$ cat src/rtl/b2b_pkg.sv
package b2b_pkg;

	localparam logic [63:0] IV [8] = '{
		64'h6a09e667f3bcc908, 64'hbb67ae8584caa73b,
		64'h3c6ef372fe94f82b, 64'ha54ff53a5f1d36f1,
		64'h510e527fade682d1, 64'h9b05688c2b3e6c1f,
		64'h1f83d9abfb41bd6b, 64'h5be0cd19137e2179
	};

	localparam logic [31:0] PARAM_BASE = 32'h01010000;
	localparam int ROUNDS = 12;
	localparam int GSTEPS = 8;

	// message schedule, ten rows of sixteen word indexes
	localparam logic [3:0] SIGMA [10][16] = '{
		'{ 0, 1, 2, 3, 4, 5, 6, 7, 8, 9, 10, 11, 12, 13, 14, 15},
		'{14, 10, 4, 8, 9, 15, 13, 6, 1, 12, 0, 2, 11, 7, 5, 3},
		'{11, 8, 12, 0, 5, 2, 15, 13, 10, 14, 3, 6, 7, 1, 9, 4},
		'{ 7, 9, 3, 1, 13, 12, 11, 14, 2, 6, 5, 10, 4, 0, 15, 8},
		'{ 9, 0, 5, 7, 2, 4, 10, 15, 14, 1, 11, 12, 6, 8, 3, 13},
		'{ 2, 12, 6, 10, 0, 11, 8, 3, 4, 13, 7, 5, 15, 14, 1, 9},
		'{12, 5, 1, 15, 14, 13, 4, 10, 0, 7, 6, 3, 9, 2, 8, 11},
		'{13, 11, 7, 14, 12, 1, 3, 9, 5, 0, 15, 4, 8, 6, 2, 10},
		'{ 6, 15, 14, 9, 11, 3, 0, 8, 12, 2, 13, 7, 1, 4, 10, 5},
		'{10, 2, 8, 4, 7, 6, 1, 5, 15, 11, 9, 14, 3, 12, 13, 0}
	};

	// work vector indexes a, b, c, d for each of the eight g steps
	localparam logic [3:0] GIDX [8][4] = '{
		'{0, 4, 8, 12}, '{1, 5, 9, 13}, '{2, 6, 10, 14}, '{3, 7, 11, 15},
		'{0, 5, 10, 15}, '{1, 6, 11, 12}, '{2, 7, 8, 13}, '{3, 4, 9, 14}
	};

	typedef struct packed {
		logic [63:0] a;
		logic [63:0] b;
		logic [63:0] c;
		logic [63:0] d;
	} quad_t;

	function automatic logic [63:0] rotr(input logic [63:0] v, input int n);
		rotr = (v >> n) | (v << (64 - n));
	endfunction

endpackage

$ cat src/rtl/b2b_gunit.sv
// one full g function on four work words and two message words
module b2b_gunit import b2b_pkg::*; (
	input  quad_t       qin,
	input  logic [63:0] x,
	input  logic [63:0] y,
	output quad_t       qout
);
	logic [63:0] a1, d1, c1, b1, a2, d2, c2, b2;

	// two half rounds of add, xor and rotate
	always_comb begin
		a1 = qin.a + qin.b + x;
		d1 = rotr(qin.d ^ a1, 32);
		c1 = qin.c + d1;
		b1 = rotr(qin.b ^ c1, 24);
		a2 = a1 + b1 + y;
		d2 = rotr(d1 ^ a2, 16);
		c2 = c1 + d2;
		b2 = rotr(b1 ^ c2, 63);
		qout = '{a: a2, b: b2, c: c2, d: d2};
	end
endmodule

$ cat config.mk
export PLATFORM = sky130hd
export DESIGN_NAME = b2b_gunit
export DESIGN_NICKNAME = d
export VERILOG_FILES = /design/src/rtl/b2b_pkg.sv /design/src/rtl/b2b_gunit.sv
export SDC_FILE = /design/constraint.sdc
export NUM_CORES = 1
export LEC_CHECK = 0
export BUFFER_PORTS_ARGS = -buffer_cell sky130_fd_sc_hd__buf_2
export CAP_MARGIN = 0
export CORE_AREA = 2 2 248 250
export DETAILED_ROUTE_END_ITERATION = 6
export DIE_AREA = 0 0 250 252
export PLACE_DENSITY_LB_ADDON = 0.1
export SYNTH_ARGS = -nofsm -noshare
export SYNTH_HDL_FRONTEND = slang
export SYNTH_SLANG_ARGS = --single-unit
$ cat constraint.sdc
create_clock -name vclk -period 59.8
set_input_delay 11.96 -clock vclk [all_inputs]
set_output_delay 11.96 -clock vclk [all_outputs]
set_load 0.01 [all_outputs]
==> impl_results.md, run 1 <==
* DR vias/cell at 5.973
* CP Data Arrival Time at 29.63 ns
* All-Layer GR Usage at 39.23%
* Starting Density at 33.16%
* Synth Area per Inst at 7.523 µm²
* Hold WC Path Type: input pin to output pin
* Setup repair after global routing missed its margin: false
* Resize count post-CTS at 0
* DP Wirelength at 119700 µm
* Remaining antenna violation count after routing at 0
* Final Hold Viols at 0
* Synth unique cells at 77
* Critical path type: input pin to output pin
* Final min period at 41.59 ns
* Post-route clock period utilization at 69.55%
* Slew margin rel. at 9.342%
* Worst Path Max Fanout at 6
* Num rows at 90
* Total number of vias at 23720
* Post-Syn Nets at 3415
* Worst Setup End Kind: output pin
* Area grow syn2layout at 19.09%
* Mapped Area at 19940 µm²
* Slowest cell on the critical path: xnor2_1
* Fmax at 24.04 MHz
* TritonRoute pass-1 iters at 5
* TNS Setup at 0 ns
* Synth area leader: ha_1
* Vias in the first global route at 22750
* Post-synth top area share at 15.68%
* Final #Nets at 3951
* Setup Buffers After CTS at 0
* Final sequential cell count at 0
* Drt drc at 0
* Least-Margin Pin Slew at 1.355 ns
* Mapped Cells at 2651
* Pins Over Slew Limit at 0
* Full die area at 63000 µm²
* Status: finished clean
* Initial DRC count at 2330
* Worst EP required at 47.84 ns
* CLK BUF at 0
* First-pass GRT wire length at 174100 µm
* Post-Place Worst Slack at 19.06 ns
* Post-route setup slack at 18.21 ns
* Reg area at 0 µm²
* Wire length per cell at 32.62 µm
* Die Ht at 252 µm
* Worst setup SP type: input pin
* Final setup fails at 0
* Initial antenna violation count at 4
* Final-layout fill cell count at 6561
* Port buffer count at 640
* Drt total wl at 129500 µm
* Largest stage delay, worst path at 0.92 ns
* Yosys Warn Count at 0
* Overflow after GRT at 0
* Register area share after synthesis at 0%
* Layout cell share with drive strength beyond 1 at 21.29%
* Io pins at 640
* Die X-Extent at 250 µm
* Synth top area cells: ha_1 (16%), fa_1 (13%), xnor2_1 (12%)
* Core ar. at 60130 µm²
* Largest net degree at the start of global routing at 12
* Placer Congestion at 1.047
* Max Cap Viol at 0
* CTS Hold Buffers Added at 0
cells in the mapped netlist (4+ instances only):
| library cell | count |
|---|---|
| xor2_1 | 225 |
| nand3_1 | 47 |
| a31oi_1 | 44 |
| fa_1 | 130 |
| o221ai_1 | 4 |
| nor2b_1 | 13 |
| a211oi_1 | 27 |
| a2111oi_0 | 5 |
| clkbuf_1 | 107 |
| nand2_1 | 173 |
| inv_1 | 191 |
| or3_1 | 6 |
| and4_1 | 14 |
| a21oi_1 | 269 |
| nor3_1 | 37 |
| o211ai_1 | 19 |
| xor3_1 | 5 |
| a22oi_1 | 6 |
| nand4_1 | 83 |
| o21bai_1 | 59 |
| xnor2_1 | 277 |
| a21o_1 | 160 |
| o21ai_1 | 4 |
| o21ai_0 | 146 |
| a211o_1 | 4 |
| nand2b_1 | 15 |
| and3_1 | 10 |
| o31ai_1 | 14 |
| or2_2 | 7 |
| a21boi_0 | 13 |
| buf_2 | 4 |
| o21a_1 | 28 |
| nor4_1 | 10 |
| ha_1 | 250 |
| a221oi_1 | 11 |
| nor2_1 | 153 |
| and2_1 | 4 |
| o2111ai_1 | 5 |
| a311oi_1 | 6 |
worst paths after layout:
check                     from        end  slack, ns  cells past startpoint
worst max-delay path  qin[129]  qout[161]      18.21                     49
worst min-delay path  qin[177]  qout[154]      24.44                      3
through the flow:
| step | area, µm² | hold WS, ns | utilization, % | cells |
|---|---|---|---|---|
| final | 23750 | 24.44 | 39.50 | 3971 |
| after detailed placement | 23740 | 24.44 | 39.48 | 3967 |
| after CTS | 23740 | 24.45 | 39.48 | 3967 |
| after global routing | 23750 | 24.49 | 39.49 | 3970 |
| after floorplan | 19940 | 24.14 | - | 2651 |
| after global placement | 23740 | 24.44 | 39.48 | 3967 |
area by class of cell:
class,instances,area (µm²),share of cell area (%)
multi-input combinational,2348,18800,79.14
timing repair buffer,646,3248,13.68
tap,782,978.4,4.120
inverter,191,716.9,3.019
antenna,4,10.01,0.04215
critical path, delay by kind of cell:
family | cells | cell delay, ns
AOI/OAI and AO/OA | 17 | 6.83
buffers and inverters | 5 | 0.52
and+or+nand+nor | 11 | 3.07
adders and majority gates | 8 | 3.23
xor gates and xnor gates | 8 | 3.97
metal layers:
layer	wire length, µm	vias up	GRT usage (%)	part of all wire (%)
met3	9995	225	5.519	7.7
met2	58050	1286	63.26	45
met4	8235	0	20.80	6.4
li1	-	10530	-	-
met1	53240	11680	50.83	41
met5	0	-	0	0
logic make-up (layout without fill, tap and decap cells):
| group | after synthesis | count (layout) | synth area share [%] |
|---|---|---|---|
| AO/OA/AOI/OAI | 870 | 870 | 28.30 |
| AND/OR/NAND/NOR | 586 | 586 | 14.08 |
| XOR/XNOR | 512 | 512 | 23.14 |
| adder cells (fa/ha/maj) | 380 | 380 | 28.73 |
| buffers and inverters | 303 | 837 | 5.747 |
| other | 0 | 4 | 0 |
layout by cell type, fill, tap and decap left out, types with 5 or more instances in the layout:
master     synthesis  routed
nor3_1            37      37
or2_2              7       7
or3_1              6       6
inv_1            191     191
nand2b_1          15      15
xor2_1           225     225
buf_4              1       6
o31ai_1           14      14
xnor2_1          277     277
fa_1             130     130
a21oi_1          269     269
ha_1             250     250
nor2_1           153     153
o2111ai_1          5       5
buf_2              4     640
o21ai_0          146     146
and3_1            10      10
nand2_1          173     173
a21o_1           160     160
nor4_1            10      10
nand4_1           83      83
nor2b_1           13      13
a31oi_1           44      44
a21boi_0          13      13
o211ai_1          19      19
o21a_1            28      28
xor3_1             5       5
a311oi_1           6       6
a22oi_1            6       6
a221oi_1          11      11
o21bai_1          59      59
nand3_1           47      47
and4_1            14      14
a211oi_1          27      27
a2111oi_0          5       5
Power of run 1 is left out: the tool's default activity adds up to more than one toggle a clock period on the data nets, which glitch-free logic cannot reach.
==> run 2, diff against run 1 <==
Clock period 59.8 ns to 34.3 ns, I/O delays scaled along.
==> impl_results.md, run 2 (same netlist as run 1, synthesis figures left out) <==
* Reg area at 0 µm²
* Worst Path Max Fanout at 6
* Post-layout util at 39.49%
* Worst setup SP type: input pin
* TNS Setup at 0 ns
* Area grow syn2layout at 19.07%
* CTS Hold Buffers Added at 0
* Layout cell share with drive strength beyond 1 at 21.29%
* Full die area at 63000 µm²
* Post-route clock period utilization at 91.09%
* Largest net degree at the start of global routing at 12
* Die X-Extent at 250 µm
* Resize count post-CTS at 0
* WHS Endpoint: qout[154]
* Port buffer count at 640
* Io pins at 640
* Total number of vias at 23750
* Vias in the first global route at 22930
* Hold WC Path Type: input pin to output pin
* Drt drc at 0
* Delay-heaviest family, CP: compound AO/OA/AOI/OAI gates
* Placer Congestion at 1.040
* Setup Buffers After CTS at 0
* Status: finished clean
* Overflow after GRT at 0
* Hold Crit Start: qin[177]
* Drt total wl at 129800 µm
* Remaining antenna violation count after routing at 0
* Final Cell Area at 23750 µm²
* Final Hold Viols at 0
* TritonRoute pass-1 iters at 6
* Num rows at 90
* Max Cap Viol at 0
* Commonest non-fill, non-tap cells in the layout: buf_2 (640), xnor2_1 (277), a21oi_1 (269)
* Final #Nets at 3951
* Slowest cell on the critical path: a2111oi_0
* Slew margin rel. at 3.437%
* Dpl cell area at 23740 µm²
* Largest stage delay, worst path at 0.80 ns
* Least-Margin Pin Slew at 1.444 ns
* Setup repair after global routing missed its margin: false
* Initial DRC count at 2274
* Final sequential cell count at 0
* Pins Over Slew Limit at 0
* DR vias/cell at 5.983
* Final min period at 31.24 ns
* Initial antenna violation count at 5
* Die Ht at 252 µm
* Final setup fails at 0
* CLK BUF at 0
* Final-layout fill cell count at 6521
* Fmax at 32.01 MHz
* Critical path type: input pin to output pin
* DP Wirelength at 120100 µm
* Worst Setup End Kind: output pin
* WP buf/inv at 5
* Starting Density at 33.16%
* Hold depth at 3
* Post-Place Worst Slack at 3.801 ns
* Worst EP required at 27.44 ns
* Post-route setup slack at 3.056 ns
* CP Data Arrival Time at 24.38 ns
* Most common cell after layout, fill and taps aside: buf_2
* First-pass GRT wire length at 175300 µm
* All-Layer GR Usage at 39.37%
* Core ar. at 60130 µm²
* Wire length per cell at 32.71 µm
[run 2: changes by cell type in the layout (fill, tap and decap cells not counted), sizes merged]
cell / before / now
diode: 4 / 2
[run 2: routing by layer]
layer	GRT usage (%)	up-vias	routed length, µm
li1	-	10510	-
met1	51.08	11670	53240
met2	63.67	1325	58280
met3	5.334	241	9904
met4	20.67	0	8411
met5	0	-	0
[run 2: final cells by class]
cell class | instances | area, µm² | area share (%)
inverters | 191 | 716.9 | 3.019
repair buffers | 646 | 3248 | 13.68
multi-input cells | 2348 | 18800 | 79.16
well taps | 782 | 978.4 | 4.121
diodes | 2 | 5.005 | 0.02108
[run 2: worst max-delay path by stage]
stage,start,endpoint,slack (ns),cells after the start
after global placement,qin[129],qout[161],3.64,47
after CTS,qin[129],qout[161],3.67,47
after floorplan,qin[129],qout[185],8.71,51
after detailed placement,qin[129],qout[161],3.80,50
after global routing,qin[129],qout[161],2.86,50
final,qin[129],qout[161],3.06,50
[run 2: per-stage QoR]
stage / instances / hold slack [ns]
global route: 3968 / 14.28
floorplan: 2651 / 13.94
detailed placement: 3967 / 14.23
CTS: 3967 / 14.24
global placement: 3967 / 14.23
finish: 3969 / 14.23
Power of run 2 is left out for the same reason.
